## config.mk

```make
export PLATFORM = sky130hd
export DESIGN_NAME = steim_frame_decoder_top_flat
export DESIGN_NICKNAME = d
export VERILOG_FILES = /design/src/hw/rtl/steim_fd_pkg.sv /design/src/hw/rtl/steim_fd_in_if.sv /design/src/hw/rtl/steim_fd_out_if.sv /design/src/hw/rtl/steim_fd_front.sv /design/src/hw/rtl/steim_fd_queue.sv /design/src/hw/rtl/steim_fd_back.sv /design/src/hw/rtl/steim_frame_decoder_top.sv /design/src/flat_wrapper.sv
export VERILOG_INCLUDE_DIRS = /design/src /design/src/hw/rtl
export SDC_FILE = /design/constraint.sdc
export NUM_CORES = 1
export LEC_CHECK = 0
export ABC_CLOCK_PERIOD_IN_PS = 10000
export BUFFER_PORTS_ARGS = -buffer_cell sky130_fd_sc_hd__buf_4
export CAP_MARGIN = 20
export CORE_AREA = 2 2 262 264
export DETAILED_ROUTE_END_ITERATION = 12
export DIE_AREA = 0 0 264 266
export HOLD_SLACK_MARGIN = 0.12
export PLACE_DENSITY = 0.58
export SETUP_SLACK_MARGIN = 0.1
export SYNTH_ARGS = -nofsm -noshare
export SYNTH_HDL_FRONTEND = slang
export SYNTH_HIERARCHICAL = 1
export SYNTH_SLANG_ARGS = --single-unit
```

## constraint.sdc

```tcl
create_clock -name clk -period 10 [get_ports clk]
set_input_delay 0.5 -clock clk [delete_from_list [all_inputs] [get_ports clk]]
set_output_delay 0.5 -clock clk [all_outputs]
set_load 0.05 [all_outputs]
```

## src/hw/rtl/steim_frame_decoder_top_macros.svh

```systemverilog
// assertion macros for the steim frame decoder
// used by steim_frame_decoder_top, needs clk and rst_n in scope
`ifndef STEIM_FRAME_DECODER_TOP_MACROS_SVH
`define STEIM_FRAME_DECODER_TOP_MACROS_SVH

// condition must lead to consequence in the same cycle
`define STEIM_FD_ASSERT_IMP(lbl, ante, cons, msg) \
    lbl: assert property (@(posedge clk) disable iff (!rst_n) (ante) |-> (cons)) \
        else $error(msg);

// condition must lead to consequence in the next cycle
`define STEIM_FD_ASSERT_NXT(lbl, ante, cons, msg) \
    lbl: assert property (@(posedge clk) disable iff (!rst_n) (ante) |=> (cons)) \
        else $error(msg);

`endif

```

## src/hw/rtl/steim_fd_pkg.sv

```systemverilog
// shared types and constants of the steim frame decoder
// no dependencies
package steim_fd_pkg;

    localparam int COUNT_WIDTH = 16;
    localparam int CMP_WIDTH   = ((COUNT_WIDTH > 16) ? COUNT_WIDTH : 16) + 1;
    localparam logic [COUNT_WIDTH-1:0] COUNT_LIMIT = '1;
    localparam int QUEUE_DEPTH = 2;
    localparam int QPTR_WIDTH  = $clog2(QUEUE_DEPTH);
    localparam logic [1:0] STEIM1_LEVEL = 2'd1;

    typedef enum logic [1:0] {
        CFG_STEIM_LEVEL = 2'd0,
        CFG_SWAP_BYTES  = 2'd1,
        CFG_MAX_SAMPLES = 2'd2
    } cfg_index_t;

    typedef enum logic [2:0] {
        CMD_NONE,
        CMD_CLEAR,
        CMD_FIRST,
        CMD_LAST,
        CMD_DIFF,
        CMD_SUMMARY
    } cmd_kind_t;

    typedef struct packed {
        cmd_kind_t   kind;
        logic [31:0] word;
        logic [5:0]  bits;
        logic [4:0]  shift;
    } cmd_t;

    typedef enum logic {
        BK_FIRST,
        BK_NEXT
    } bk_state_t;

endpackage

```

## src/hw/rtl/steim_fd_in_if.sv

```systemverilog
// input channel of the steim frame decoder: one frame word or an end request
// no dependencies
interface steim_fd_in_if;
    logic        valid;
    logic        ready;
    logic        req_type;
    logic        start_record;
    logic [31:0] word_bits;

    modport source (output valid, output req_type, output start_record, output word_bits,
                    input ready);
    modport sink   (input valid, input req_type, input start_record, input word_bits,
                    output ready);
endinterface

```

## src/hw/rtl/steim_fd_out_if.sv

```systemverilog
// output channel of the steim frame decoder: one sample or summary per transfer
// no dependencies
interface steim_fd_out_if;
    logic               valid;
    logic               ready;
    logic               is_summary;
    logic signed [31:0] sample_value;
    logic               last_of_run;
    logic [15:0]        sample_count;
    logic signed [31:0] first_value;
    logic signed [31:0] last_value;

    modport source (output valid, output is_summary, output sample_value, output last_of_run,
                    output sample_count, output first_value, output last_value,
                    input ready);
    modport sink   (input valid, input is_summary, input sample_value, input last_of_run,
                    input sample_count, input first_value, input last_value,
                    output ready);
endinterface

```

## src/hw/rtl/steim_fd_front.sv

```systemverilog
// front end: tracks frame position and control word, classifies each word
// depends on steim_fd_pkg and steim_fd_in_if
module steim_fd_front (
    input  logic                clk,
    input  logic                rst_n,
    steim_fd_in_if.sink         in_ch,
    input  logic [1:0]          steim_level,
    input  logic                swap_bytes,
    output steim_fd_pkg::cmd_t  cmd,
    output logic                cmd_valid,
    input  logic                cmd_ready
);
    import steim_fd_pkg::*;

    logic [3:0]  pos_reg, pos_next;
    logic [31:0] cw_reg, cw_next;
    logic        first_reg, first_next;

    logic [31:0] w;
    logic [3:0]  pos;
    logic        first;
    logic [1:0]  code;
    logic [1:0]  top;
    logic [4:0]  code_sh;
    logic        accept;

    assign in_ch.ready = cmd_ready;
    assign cmd_valid   = in_ch.valid;
    assign accept      = in_ch.valid && cmd_ready;

    always_comb
    begin
        w = swap_bytes ? {in_ch.word_bits[7:0], in_ch.word_bits[15:8],
                          in_ch.word_bits[23:16], in_ch.word_bits[31:24]}
                       : in_ch.word_bits;
        pos     = in_ch.start_record ? 4'd0 : pos_reg;
        first   = in_ch.start_record ? 1'b1 : first_reg;
        code_sh = {4'(4'd15 - pos), 1'b0};
        code    = 2'(cw_reg >> code_sh);
        top     = w[31:30];

        cmd.kind  = CMD_NONE;
        cmd.word  = w;
        cmd.bits  = 6'd0;
        cmd.shift = 5'd0;

        pos_next   = pos_reg;
        cw_next    = cw_reg;
        first_next = first_reg;

        if (in_ch.req_type)
        begin
            cmd.kind = CMD_SUMMARY;
        end
        else
        begin
            if (pos == 4'd0)
            begin
                cw_next  = w;
                cmd.kind = in_ch.start_record ? CMD_CLEAR : CMD_NONE;
            end
            else if (first && pos == 4'd1)
            begin
                cmd.kind = CMD_FIRST;
            end
            else if (first && pos == 4'd2)
            begin
                cmd.kind = CMD_LAST;
            end
            else if (code != 2'd0)
            begin
                cmd.kind = CMD_DIFF;
                if (code == 2'd1)
                begin
                    cmd.bits = 6'd8;  cmd.shift = 5'd24;
                end
                else if (steim_level == STEIM1_LEVEL)
                begin
                    if (code == 2'd2)
                    begin
                        cmd.bits = 6'd16; cmd.shift = 5'd16;
                    end
                    else
                    begin
                        cmd.bits = 6'd32; cmd.shift = 5'd0;
                    end
                end
                else if (code == 2'd2)
                begin
                    case (top)
                        2'd2:    begin cmd.bits = 6'd15; cmd.shift = 5'd15; end
                        2'd3:    begin cmd.bits = 6'd10; cmd.shift = 5'd20; end
                        default: begin cmd.bits = 6'd30; cmd.shift = 5'd0;  end
                    endcase
                end
                else
                begin
                    case (top)
                        2'd1:    begin cmd.bits = 6'd5; cmd.shift = 5'd25; end
                        2'd2:    begin cmd.bits = 6'd4; cmd.shift = 5'd24; end
                        default: begin cmd.bits = 6'd6; cmd.shift = 5'd24; end
                    endcase
                end
            end
            pos_next   = 4'(pos + 4'd1);
            first_next = (pos_next == 4'd0) ? 1'b0 : first;
        end
    end

    always_ff @(posedge clk or negedge rst_n)
    begin
        if (!rst_n)
        begin
            pos_reg   <= 4'd0;
            cw_reg    <= 32'd0;
            first_reg <= 1'b1;
        end
        else if (accept)
        begin
            pos_reg   <= pos_next;
            cw_reg    <= cw_next;
            first_reg <= first_next;
        end
    end

endmodule

```

## src/hw/rtl/steim_fd_queue.sv

```systemverilog
// short command queue between front and back end
// depends on steim_fd_pkg
module steim_fd_queue (
    input  logic                clk,
    input  logic                rst_n,
    input  steim_fd_pkg::cmd_t  wr_cmd,
    input  logic                wr_valid,
    output logic                wr_ready,
    output steim_fd_pkg::cmd_t  rd_cmd,
    output logic                rd_valid,
    input  logic                rd_pop
);
    import steim_fd_pkg::*;

    cmd_t                  mem_reg [QUEUE_DEPTH];
    logic [QPTR_WIDTH-1:0] wr_ptr_reg, rd_ptr_reg;
    logic [QPTR_WIDTH:0]   fill_reg, fill_next;
    logic                  push, pop;

    assign wr_ready = (fill_reg != (QPTR_WIDTH+1)'(QUEUE_DEPTH));
    assign rd_valid = (fill_reg != '0);
    assign rd_cmd   = mem_reg[rd_ptr_reg];
    assign push     = wr_valid && wr_ready;
    assign pop      = rd_pop && rd_valid;

    always_comb
    begin
        fill_next = fill_reg;
        if (push && !pop)
            fill_next = fill_reg + 1'b1;
        else if (pop && !push)
            fill_next = fill_reg - 1'b1;
    end

    always_ff @(posedge clk)
    begin
        if (push)
            mem_reg[wr_ptr_reg] <= wr_cmd;
    end

    always_ff @(posedge clk or negedge rst_n)
    begin
        if (!rst_n)
        begin
            wr_ptr_reg <= '0;
            rd_ptr_reg <= '0;
            fill_reg   <= '0;
        end
        else
        begin
            if (push)
                wr_ptr_reg <= (wr_ptr_reg == QPTR_WIDTH'(QUEUE_DEPTH - 1)) ? '0
                                                                            : wr_ptr_reg + 1'b1;
            if (pop)
                rd_ptr_reg <= (rd_ptr_reg == QPTR_WIDTH'(QUEUE_DEPTH - 1)) ? '0
                                                                            : rd_ptr_reg + 1'b1;
            fill_reg <= fill_next;
        end
    end

endmodule

```

## src/hw/rtl/steim_fd_back.sv

```systemverilog
// back end: unpacks differences one a cycle while the output register is free, integrates, drives the output register
// depends on steim_fd_pkg and steim_fd_out_if
module steim_fd_back (
    input  logic                clk,
    input  logic                rst_n,
    input  steim_fd_pkg::cmd_t  head,
    input  logic                head_valid,
    output logic                head_pop,
    input  logic [15:0]         max_samples,
    steim_fd_out_if.source      out_ch
);
    import steim_fd_pkg::*;

    bk_state_t              state_reg, state_next;
    logic [4:0]             shift_reg, shift_next;
    logic [COUNT_WIDTH-1:0] cnt_reg, cnt_next;
    logic [31:0]            run_reg, run_next;
    logic [31:0]            start_reg, start_next;
    logic [31:0]            end_reg, end_next;

    logic                   out_valid_reg, out_valid_next;
    logic                   o_sum_reg, o_sum_next;
    logic [31:0]            o_val_reg, o_val_next;
    logic                   o_last_reg, o_last_next;
    logic [15:0]            o_cnt_reg, o_cnt_next;
    logic [31:0]            o_first_reg, o_first_next;
    logic [31:0]            o_end_reg, o_end_next;

    logic                   can_emit;
    logic [4:0]             cur_shift;
    logic [31:0]            field;
    logic [31:0]            aligned;
    logic [5:0]             ext_amt;
    logic [31:0]            diff;
    logic [31:0]            sample;
    logic                   at_cap, next_cap, done;

    assign out_ch.valid        = out_valid_reg;
    assign out_ch.is_summary   = o_sum_reg;
    assign out_ch.sample_value = o_val_reg;
    assign out_ch.last_of_run  = o_last_reg;
    assign out_ch.sample_count = o_cnt_reg;
    assign out_ch.first_value  = o_first_reg;
    assign out_ch.last_value   = o_end_reg;

    always_comb
    begin
        can_emit  = !out_valid_reg || out_ch.ready;
        cur_shift = (state_reg == BK_FIRST) ? head.shift : shift_reg;
        field     = head.word >> cur_shift;
        ext_amt   = 6'(6'd32 - head.bits);
        aligned   = field << ext_amt;
        diff      = 32'($signed(aligned) >>> ext_amt);
        sample    = (cnt_reg == '0) ? start_reg : 32'(run_reg + diff);
        at_cap    = (CMP_WIDTH'(cnt_reg) >= CMP_WIDTH'(max_samples)) || (cnt_reg == COUNT_LIMIT);
        next_cap  = ((CMP_WIDTH'(cnt_reg) + CMP_WIDTH'(1)) >= CMP_WIDTH'(max_samples))
                    || (cnt_reg == COUNT_WIDTH'(COUNT_LIMIT - 1'b1));
        done      = (cur_shift == 5'd0) || next_cap;

        state_next = state_reg;
        shift_next = shift_reg;
        cnt_next   = cnt_reg;
        run_next   = run_reg;
        start_next = start_reg;
        end_next   = end_reg;
        head_pop   = 1'b0;

        out_valid_next = out_valid_reg && !out_ch.ready;
        o_sum_next     = o_sum_reg;
        o_val_next     = o_val_reg;
        o_last_next    = o_last_reg;
        o_cnt_next     = o_cnt_reg;
        o_first_next   = o_first_reg;
        o_end_next     = o_end_reg;

        if (head_valid)
        begin
            unique case (head.kind)
                CMD_NONE:
                begin
                    head_pop = 1'b1;
                end
                CMD_CLEAR:
                begin
                    cnt_next   = '0;
                    run_next   = 32'd0;
                    start_next = 32'd0;
                    end_next   = 32'd0;
                    head_pop   = 1'b1;
                end
                CMD_FIRST:
                begin
                    start_next = head.word;
                    head_pop   = 1'b1;
                end
                CMD_LAST:
                begin
                    end_next = head.word;
                    head_pop = 1'b1;
                end
                CMD_SUMMARY:
                begin
                    if (can_emit)
                    begin
                        out_valid_next = 1'b1;
                        o_sum_next     = 1'b1;
                        o_val_next     = run_reg;
                        o_last_next    = 1'b1;
                        o_cnt_next     = 16'(cnt_reg);
                        o_first_next   = start_reg;
                        o_end_next     = end_reg;
                        head_pop       = 1'b1;
                    end
                end
                CMD_DIFF:
                begin
                    if (can_emit)
                    begin
                        if (at_cap)
                        begin
                            // cap reached: the rest of the word is dropped
                            head_pop   = 1'b1;
                            state_next = BK_FIRST;
                        end
                        else
                        begin
                            cnt_next       = cnt_reg + 1'b1;
                            run_next       = sample;
                            out_valid_next = 1'b1;
                            o_sum_next     = 1'b0;
                            o_val_next     = sample;
                            o_last_next    = done;
                            o_cnt_next     = 16'(cnt_reg + 1'b1);
                            o_first_next   = start_reg;
                            o_end_next     = end_reg;
                            if (done)
                            begin
                                head_pop   = 1'b1;
                                state_next = BK_FIRST;
                            end
                            else
                            begin
                                shift_next = 5'(6'(cur_shift) - head.bits);
                                state_next = BK_NEXT;
                            end
                        end
                    end
                end
                default:
                begin
                    head_pop = 1'b1;
                end
            endcase
        end
    end

    always_ff @(posedge clk or negedge rst_n)
    begin
        if (!rst_n)
        begin
            state_reg     <= BK_FIRST;
            shift_reg     <= 5'd0;
            cnt_reg       <= '0;
            run_reg       <= 32'd0;
            start_reg     <= 32'd0;
            end_reg       <= 32'd0;
            out_valid_reg <= 1'b0;
        end
        else
        begin
            state_reg     <= state_next;
            shift_reg     <= shift_next;
            cnt_reg       <= cnt_next;
            run_reg       <= run_next;
            start_reg     <= start_next;
            end_reg       <= end_next;
            out_valid_reg <= out_valid_next;
        end
    end

    always_ff @(posedge clk)
    begin
        o_sum_reg   <= o_sum_next;
        o_val_reg   <= o_val_next;
        o_last_reg  <= o_last_next;
        o_cnt_reg   <= o_cnt_next;
        o_first_reg <= o_first_next;
        o_end_reg   <= o_end_next;
    end

endmodule

```

## src/hw/rtl/steim_frame_decoder_top.sv

```systemverilog
// steim1/steim2 frame decoder top: config registers, front end, queue, back end
// path: a taken word is stored in the queue, then the back end writes its result into the output register
// throughput: the front takes one word a cycle until the queue fills; the back end emits one sample per cycle
//   while the output register is free (up to 7 per data word) and retires one other word per cycle
// reset: asynchronous active low, config back to steim2 / no swap / cap 65535, record state cleared
`include "steim_frame_decoder_top_macros.svh"

module steim_frame_decoder_top (
    input  logic        clk,
    input  logic        rst_n,
    steim_fd_in_if.sink     in_ch,
    steim_fd_out_if.source  out_ch,
    input  logic        cfg_we,
    input  logic [1:0]  cfg_index,
    input  logic [15:0] cfg_data
);
    import steim_fd_pkg::*;

    // configuration registers; the user must write them only while the decoder is idle, the block does not enforce this
    logic [1:0]  steim_level_reg;
    logic        swap_bytes_reg;
    logic [15:0] max_samples_reg;

    // front to queue, queue to back
    cmd_t        front_cmd;
    logic        front_valid;
    logic        front_ready;
    cmd_t        head_cmd;
    logic        head_valid;
    logic        head_pop;

    always_ff @(posedge clk or negedge rst_n)
    begin
        if (!rst_n)
        begin
            steim_level_reg <= 2'd2;
            swap_bytes_reg  <= 1'b0;
            max_samples_reg <= 16'hffff;
        end
        else if (cfg_we)
        begin
            case (cfg_index_t'(cfg_index))
                CFG_STEIM_LEVEL: steim_level_reg <= cfg_data[1:0];
                CFG_SWAP_BYTES:  swap_bytes_reg  <= cfg_data[0];
                CFG_MAX_SAMPLES: max_samples_reg <= cfg_data;
                default:         ;  // writes beyond the register list are ignored
            endcase
        end
    end

    // front end: word position, control word, per-word classification
    steim_fd_front u_front (
        .clk         (clk),
        .rst_n       (rst_n),
        .in_ch       (in_ch),
        .steim_level (steim_level_reg),
        .swap_bytes  (swap_bytes_reg),
        .cmd         (front_cmd),
        .cmd_valid   (front_valid),
        .cmd_ready   (front_ready)
    );

    // decouples word intake from sample emission
    steim_fd_queue u_queue (
        .clk      (clk),
        .rst_n    (rst_n),
        .wr_cmd   (front_cmd),
        .wr_valid (front_valid),
        .wr_ready (front_ready),
        .rd_cmd   (head_cmd),
        .rd_valid (head_valid),
        .rd_pop   (head_pop)
    );

    // back end: difference unpacking, integration, sample cap, output register
    steim_fd_back u_back (
        .clk         (clk),
        .rst_n       (rst_n),
        .head        (head_cmd),
        .head_valid  (head_valid),
        .head_pop    (head_pop),
        .max_samples (max_samples_reg),
        .out_ch      (out_ch)
    );

    // the back end only retires a queue entry that is present
    `STEIM_FD_ASSERT_IMP(a_pop_needs_head, head_pop, head_valid, "queue popped while empty")
    // a sample transfer always carries a count of at least one within the cap
    `STEIM_FD_ASSERT_IMP(a_sample_count_range, out_ch.valid && !out_ch.is_summary,
        (out_ch.sample_count != 16'd0) && (out_ch.sample_count <= max_samples_reg),
        "sample count outside the cap")
    // a summary is a single-result run
    `STEIM_FD_ASSERT_IMP(a_summary_last, out_ch.valid && out_ch.is_summary,
        out_ch.last_of_run, "summary without last flag")
    // a full queue stays full in the next cycle unless the back end pops an entry
    `STEIM_FD_ASSERT_NXT(a_front_stall, in_ch.valid && !front_ready && !head_pop,
        !front_ready, "queue full flag dropped without a pop")

endmodule

```

## src/flat_wrapper.sv

```systemverilog
// flat-port wrapper written by rule: the top's interface ports become plain ports
module steim_frame_decoder_top_flat import steim_fd_pkg::*;
  (clk, rst_n, cfg_we, cfg_index, cfg_data, in_ch_valid, in_ch_req_type, in_ch_start_record, in_ch_word_bits, in_ch_ready, out_ch_valid, out_ch_is_summary, out_ch_sample_value, out_ch_last_of_run, out_ch_sample_count, out_ch_first_value, out_ch_last_value, out_ch_ready);
  steim_fd_in_if in_ch_i ();
  steim_fd_out_if out_ch_i ();
  input  logic clk;
  input  logic rst_n;
  input  logic cfg_we;
  input  logic [1:0] cfg_index;
  input  logic [15:0] cfg_data;
  input wire logic [$bits(in_ch_i.valid)-1:0] in_ch_valid;
  input wire logic [$bits(in_ch_i.req_type)-1:0] in_ch_req_type;
  input wire logic [$bits(in_ch_i.start_record)-1:0] in_ch_start_record;
  input wire logic [$bits(in_ch_i.word_bits)-1:0] in_ch_word_bits;
  output wire logic [$bits(in_ch_i.ready)-1:0] in_ch_ready;
  output wire logic [$bits(out_ch_i.valid)-1:0] out_ch_valid;
  output wire logic [$bits(out_ch_i.is_summary)-1:0] out_ch_is_summary;
  output wire logic [$bits(out_ch_i.sample_value)-1:0] out_ch_sample_value;
  output wire logic [$bits(out_ch_i.last_of_run)-1:0] out_ch_last_of_run;
  output wire logic [$bits(out_ch_i.sample_count)-1:0] out_ch_sample_count;
  output wire logic [$bits(out_ch_i.first_value)-1:0] out_ch_first_value;
  output wire logic [$bits(out_ch_i.last_value)-1:0] out_ch_last_value;
  input wire logic [$bits(out_ch_i.ready)-1:0] out_ch_ready;
  assign in_ch_i.valid = in_ch_valid;
  assign in_ch_i.req_type = in_ch_req_type;
  assign in_ch_i.start_record = in_ch_start_record;
  assign in_ch_i.word_bits = in_ch_word_bits;
  assign in_ch_ready = in_ch_i.ready;
  assign out_ch_valid = out_ch_i.valid;
  assign out_ch_is_summary = out_ch_i.is_summary;
  assign out_ch_sample_value = out_ch_i.sample_value;
  assign out_ch_last_of_run = out_ch_i.last_of_run;
  assign out_ch_sample_count = out_ch_i.sample_count;
  assign out_ch_first_value = out_ch_i.first_value;
  assign out_ch_last_value = out_ch_i.last_value;
  assign out_ch_i.ready = out_ch_ready;
  steim_frame_decoder_top u_core (.clk(clk), .rst_n(rst_n), .in_ch(in_ch_i), .out_ch(out_ch_i), .cfg_we(cfg_we), .cfg_index(cfg_index), .cfg_data(cfg_data));
endmodule
```

After elaboration in Yosys (flattened, before gate mapping). Memories as Yosys holds them, arrays and structs flattened. Index checks and enable logic that the tools add are counted.

Register bits: 293. Latch bits: 0. Memory bits (writable): 92. Memory bits (read-only): 0. Input port bits: 57. Output and inout port bits: 116. Logic and storage cells: 171. Memories kept: 1.

Memories: u_core.u_queue.mem_reg (words 2, bits a word 46, read ports 1, clocked after Yosys merged registers in 0, write ports 1, line steim_fd_queue.sv:15) `cmd_t mem_reg [QUEUE_DEPTH];`.

Add/sub/neg operators: 11. Multipliers: 0. Div/mod/pow operators: 0. $lt $le $gt $ge: 2. Equality and inequality tests: 21. Shift-type cells: 4. Muxes and demuxes: 69. Bitwise logic cells: 3. Reduce and logical (&&, ||, !) cells: 38.

Operators by type and width (number): 32-bit case mux with 2 select lines (6); 32-bit two-way mux (11); 11-bit two-way mux (9); 16-bit case mux with 2 select lines (2); 16-bit two-way mux (3); 32-bit adder (1); 16-bit == test (second input constant) (2); 32-bit by 6-bit << shifter with 32-bit output (1); 32-bit by 5-bit >> shifter with 2-bit output (1); 32-bit by 5-bit >> shifter with 32-bit output (1); 32-bit by 6-bit >>> shifter with 32-bit output (1); 1-bit two-way mux (23); 10-bit case mux with 2 select lines (1); 16-bit by 1-bit adder with 17-bit output (second input constant) (1); 17-bit by 16-bit >= comparator with 1-bit output (1); 16-bit by 1-bit adder with 16-bit output (second input constant) (1); 16-bit >= comparator (1); 16-bit logical NOT (1); 3-bit two-way mux (5); 7-bit case mux with 2 select lines (1); 2-bit nonzero test (7); 2-bit AND reduction (6); 5-bit AND reduction (2); 2-bit by 1-bit == test with 1-bit output (second input constant) (4); 27 further kinds (56).

Depth between registers and ports, before layout.
Depth after elaboration: 13. Gate-level depth with buffers: 37. Gate-level depth less buffers: 30.

Cells and area by module. The synthesis kept the hierarchy.

Modules (own cells, without submodules): steim_fd_back (times used 1, cells each 1969, area each 17742.0 µm², sequential area each 6401.1 µm²); steim_fd_queue (times used 1, cells each 161, area each 3637.2 µm², sequential area each 2862.7 µm²); steim_fd_front (times used 1, cells each 226, area each 2499.9 µm², sequential area each 927.1 µm²); steim_frame_decoder_top (times used 1, cells each 42, area each 794.5 µm², sequential area each 496.7 µm²).

Least setup slack after synthesis. Ideal clock, no wire load.

Path type: reg-to-reg. Start: register u_core.u_queue.rd_ptr_reg. End: register u_core.u_back.run_reg[28]. Library setup time: 0.065 ns. Arrival time: 8.057 ns. Required time: 9.935 ns. Setup slack: 1.878 ns. Stages on the path, launching flop included: 36. Buffers on the path: 8. Clock period less this slack: 8.122 ns. Cells stage by stage: dfrtp_1 buf_6 buf_6 mux2_4 clkinv_1 clkbuf_1 clkbuf_1 clkbuf_1 buf_1 ha_1 xor2_1 clkbuf_1 buf_1 nand2_1 o41ai_1 o311ai_0 a21oi_1 a22oi_2 a211oi_2 o32ai_1 o31ai_1 ha_1 inv_1 fa_1 nor2b_1 o21ai_0 a21boi_0 o211ai_1 a21oi_1 o211ai_1 a31oi_1 o21ai_0 a21oi_1 mux2_2 a31oi_1 mux2_2.

RTL lines: start, declared (line steim_fd_queue.sv:16) `logic [QPTR_WIDTH-1:0] wr_ptr_reg, rd_ptr_reg;`; start signal, assigned (line steim_fd_queue.sv:55) `rd_ptr_reg <= (rd_ptr_reg == QPTR_WIDTH'(QUEUE_DEPTH - 1)) ? '0`; end signal, assigned (line steim_fd_back.sv:174) `run_reg <= run_next;`; end, declared (line steim_fd_back.sv:17) `logic [31:0] run_reg, run_next;`.

Final worst setup path.
Start: register u_core.u_back.state_reg. End: register u_core.u_back.o_val_reg[27] (netlist: u_core/u_back/out_ch.sample_value[27]) (data pin).

Word-level cells in the longest chain between the ends: 9.

RTL lines: start, declared (line steim_fd_back.sv:14) `bk_state_t state_reg, state_next;`; start signal, assigned (line steim_fd_back.sv:171) `state_reg <= state_next;`; 5-bit two-way mux (line steim_fd_back.sv:49) `cur_shift = (state_reg == BK_FIRST) ? head.shift : shift_reg;`; 32-bit by 5-bit >> shifter with 32-bit output (line steim_fd_back.sv:50) `field = head.word >> cur_shift;`; 32-bit by 6-bit << shifter with 32-bit output (line steim_fd_back.sv:52) `aligned = field << ext_amt;`; 32-bit by 6-bit >>> shifter with 32-bit output (line steim_fd_back.sv:53) `diff = 32'($signed(aligned) >>> ext_amt);`; 32-bit adder (line steim_fd_back.sv:54) `sample = (cnt_reg == '0) ? start_reg : 32'(run_reg + diff);`; 32-bit two-way mux (line steim_fd_back.sv:54); 32-bit two-way mux (line steim_fd_back.sv:119) `if (at_cap)`; 32-bit two-way mux (line steim_fd_back.sv:117) `if (can_emit)`; 32-bit case mux with 2 select lines (line steim_fd_back.sv:78) `unique case (head.kind)`; end signal, assigned (line steim_fd_back.sv:184) `o_val_reg <= o_val_next;`; end, declared (line steim_fd_back.sv:23) `logic [31:0] o_val_reg, o_val_next;`.

Every way passes these cells. The select of a mux whose other input is x is not followed. A chain may end at the register's enable or synchronous reset.

==> flow_summary.toml <==
[status]
status = "finished clean"

[drt]
wl_met1_um = 40900
via_count = 21600
wl_met3_um = 7650
routedWlPerCell_um = 27.3
wirelength_um = 95800
drt_iter0_markers = 2473
wl_met2_um = 42300
drc = 0
postRouteAntennaNets = 0
topRoutingLayerUsed = "met5"
drt_pass1_iterations = 6
viasPerCell = 6.14

[synthesis]
ys.flop_type = "edfxtp_1"
yosys.area.top_type = "edfxtp_1"
synth_cells = 2398
synth_edf_count = 206
synth_area_mm2 = 0.0247
synth_nets = 2538
synthTopCellsByCount = "316 x nand2_1, 206 x edfxtp_1, 165 x o21ai_0, 161 x dfrtp_1, 155 x nor2_1"
synth_cell_type_count = 103
synth_seq_area_share = 0.433
synth_async_sr_flop_share = 0.465
synthTopCellsByArea = "edfxtp_1 25%, dfrtp_1 16%, mux2_2 4.8%"
postSynthAreaPerCell_um2 = 10.3
synth-seq-cells = 385
yosys.cell_count.top_type = "nand2_1"
ys.warnings.count = 6
synth_top_area_frac = 0.251

[clocking]
htree_levels = 2
numCtsBuffers = 42
cts.sinks = 385
cts_root_buf = "clkbuf_16"
cts_buffer_depth = 3
clkTransAtPathRegs_ps = 60
postCtsSetupBuffers = 0
insertion_delay_ps = 580
cts_tree = "done"

[grt]
track_usage = 0.268
grt_pass1_wl_um = 141000
antenna_found_initial = 1
grt_overflow = 0
grt_pass1_vias = 21100
grt_start_max_net_pins = 111

[floorplan]
die_y_um = 266
dieArea_mm2 = 0.0702
rows = 96
io_pins = 173
core_area_mm2 = 0.0677
initial_core_util = 0.364
die_x_um = 264

[worst_setup_path]
startpoint_type = "flip-flop"
cp.required_ps = 10280
critPathMaxFanout = 45
cp-end-kind = "flip-flop"
critPathArrivalTime_ps = 9370
worstSetupPathType = "reg2reg"

[placed_design]
port_buffers = 172
gp_congestion = 1.02
hpwlAfterDp_um = 73000

[sta]
setup_tns_ps = 0
tightest_slew_ps = 983
rsz0062_at_grt = "false"
fmax_mhz = 110
skew_ps = 26.6
finalHoldViolCount = 0
min_period_over_period = 0.908
maxSlewHeadroom = 0.343
min_period_ps = 9080
hold_slack_ps = 155
finalMaxSlewViolations = 0
setup_viol = 0

[final_layout]
drive_gt1_frac = 0.238
largest_reg_flops = 92
syn2layout_area_growth_pct = 17.7
num-fill-cells = 6515
nNetsFinal = 2736

[hold_path]
min_path_type = "in2reg"

[job]
drv_cap = 0
[repair_timing]
action / 4_1_cts / 5_1_grt
hold endpoints to repair: 54 / 0
resized for setup: 0 / 0
hold buffers: 3 / 0
[cells in the final DEF, fill, tap and decap left out, types with 57 or more instances in the layout]
cell	synthesis	final
a21oi_1	88	88
buf_4	4	294
dfrtp_1	161	160
edfxtp_1	206	206
ha_1	81	80
mux2_2	106	106
mux2i_1	66	65
nand2_1	316	315
nand3_1	57	57
nor2_1	155	154
nor3_1	59	59
o21ai_0	165	165
[cell families after synthesis]
logic type	after synthesis	share of synthesized area
buffers and inverters	207	0.0364
adders and majority gates	83	0.0427
muxes	257	0.140
xor gates and xnor gates	69	0.0245
AOI/OAI and AO/OA	700	0.199
and+or+nand+nor	697	0.125
DFF	385	0.433
[area by class of cell]
cell class | count | area [um2] | area share
Sequential cell | 385 | 10700 | 0.368
Tap cell | 882 | 1100 | 0.0380
Clock inverter | 24 | 352 | 0.0121
Antenna cell | 1 | 2.50 | 0.0000861
Multi-Input combinational cell | 1806 | 13200 | 0.454
Timing Repair Buffer | 304 | 2380 | 0.0818
Inverter | 57 | 214 | 0.00736
Clock buffer | 54 | 1140 | 0.0392
[worst max-delay path: stages (launching register included)]
cell and delay (ps):
dfrtp_1 870, mux2i_4 370, buf_12 310, mux4_1 660
a22oi_2 600, o22ai_1 280, a311oi_1 690, o22ai_1 450
a22oi_1 530, a211oi_2 210, mux2i_1 240, o32ai_1 120
a211oi_1 650, o211ai_1 230, ha_1 350, inv_1 70
o211a_1 240, o31ai_1 410, o221a_2 320, o211ai_1 150
a21oi_1 270, o21ai_0 170, nor2b_1 180, xnor2_1 120
mux2i_1 170, o21ai_0 120
[layer usage]
metal / up-vias / GRT usage
met3: 270 / 0.0421
li1: 9534 / -
met2: 1129 / 0.416
met5: - / 0
met1: 10600 / 0.368
met4: 2 / 0.121
[stage by stage]
step	setup WS (ps)	area, um2	std cells	util
2_1_floorplan	1880	24700	2398	-
3_3_place_gp	945	27400	3426	0.405
3_5_place_dp	1110	27500	3429	0.406
4_1_cts	1080	29000	3510	0.428
5_1_grt	398	29000	3512	0.429
6_report	916	29100	3513	0.429
[worst paths after layout]
check                                           from  cells past startpoint  slack [ps]                                    end
min in group asynchronous                      rst_n                      2         620              u_core/u_front/cw_reg[26]
min                                      cfg_data[4]                      2         150              u_core/max_samples_reg[4]
max in group asynchronous                      rst_n                      3        7810            u_core/u_back/start_reg[23]
max reg2reg                  u_core/u_back/state_reg                     25         920  u_core/u_back/out_ch.sample_value[27]
min reg2reg                u_core/u_back/end_reg[14]                      0         440    u_core/u_back/out_ch.last_value[14]
max                          u_core/u_back/state_reg                     25         920  u_core/u_back/out_ch.sample_value[27]
Power is left out: the tool's default activity adds up to more than one toggle a clock period on the data nets, which glitch-free logic cannot reach.
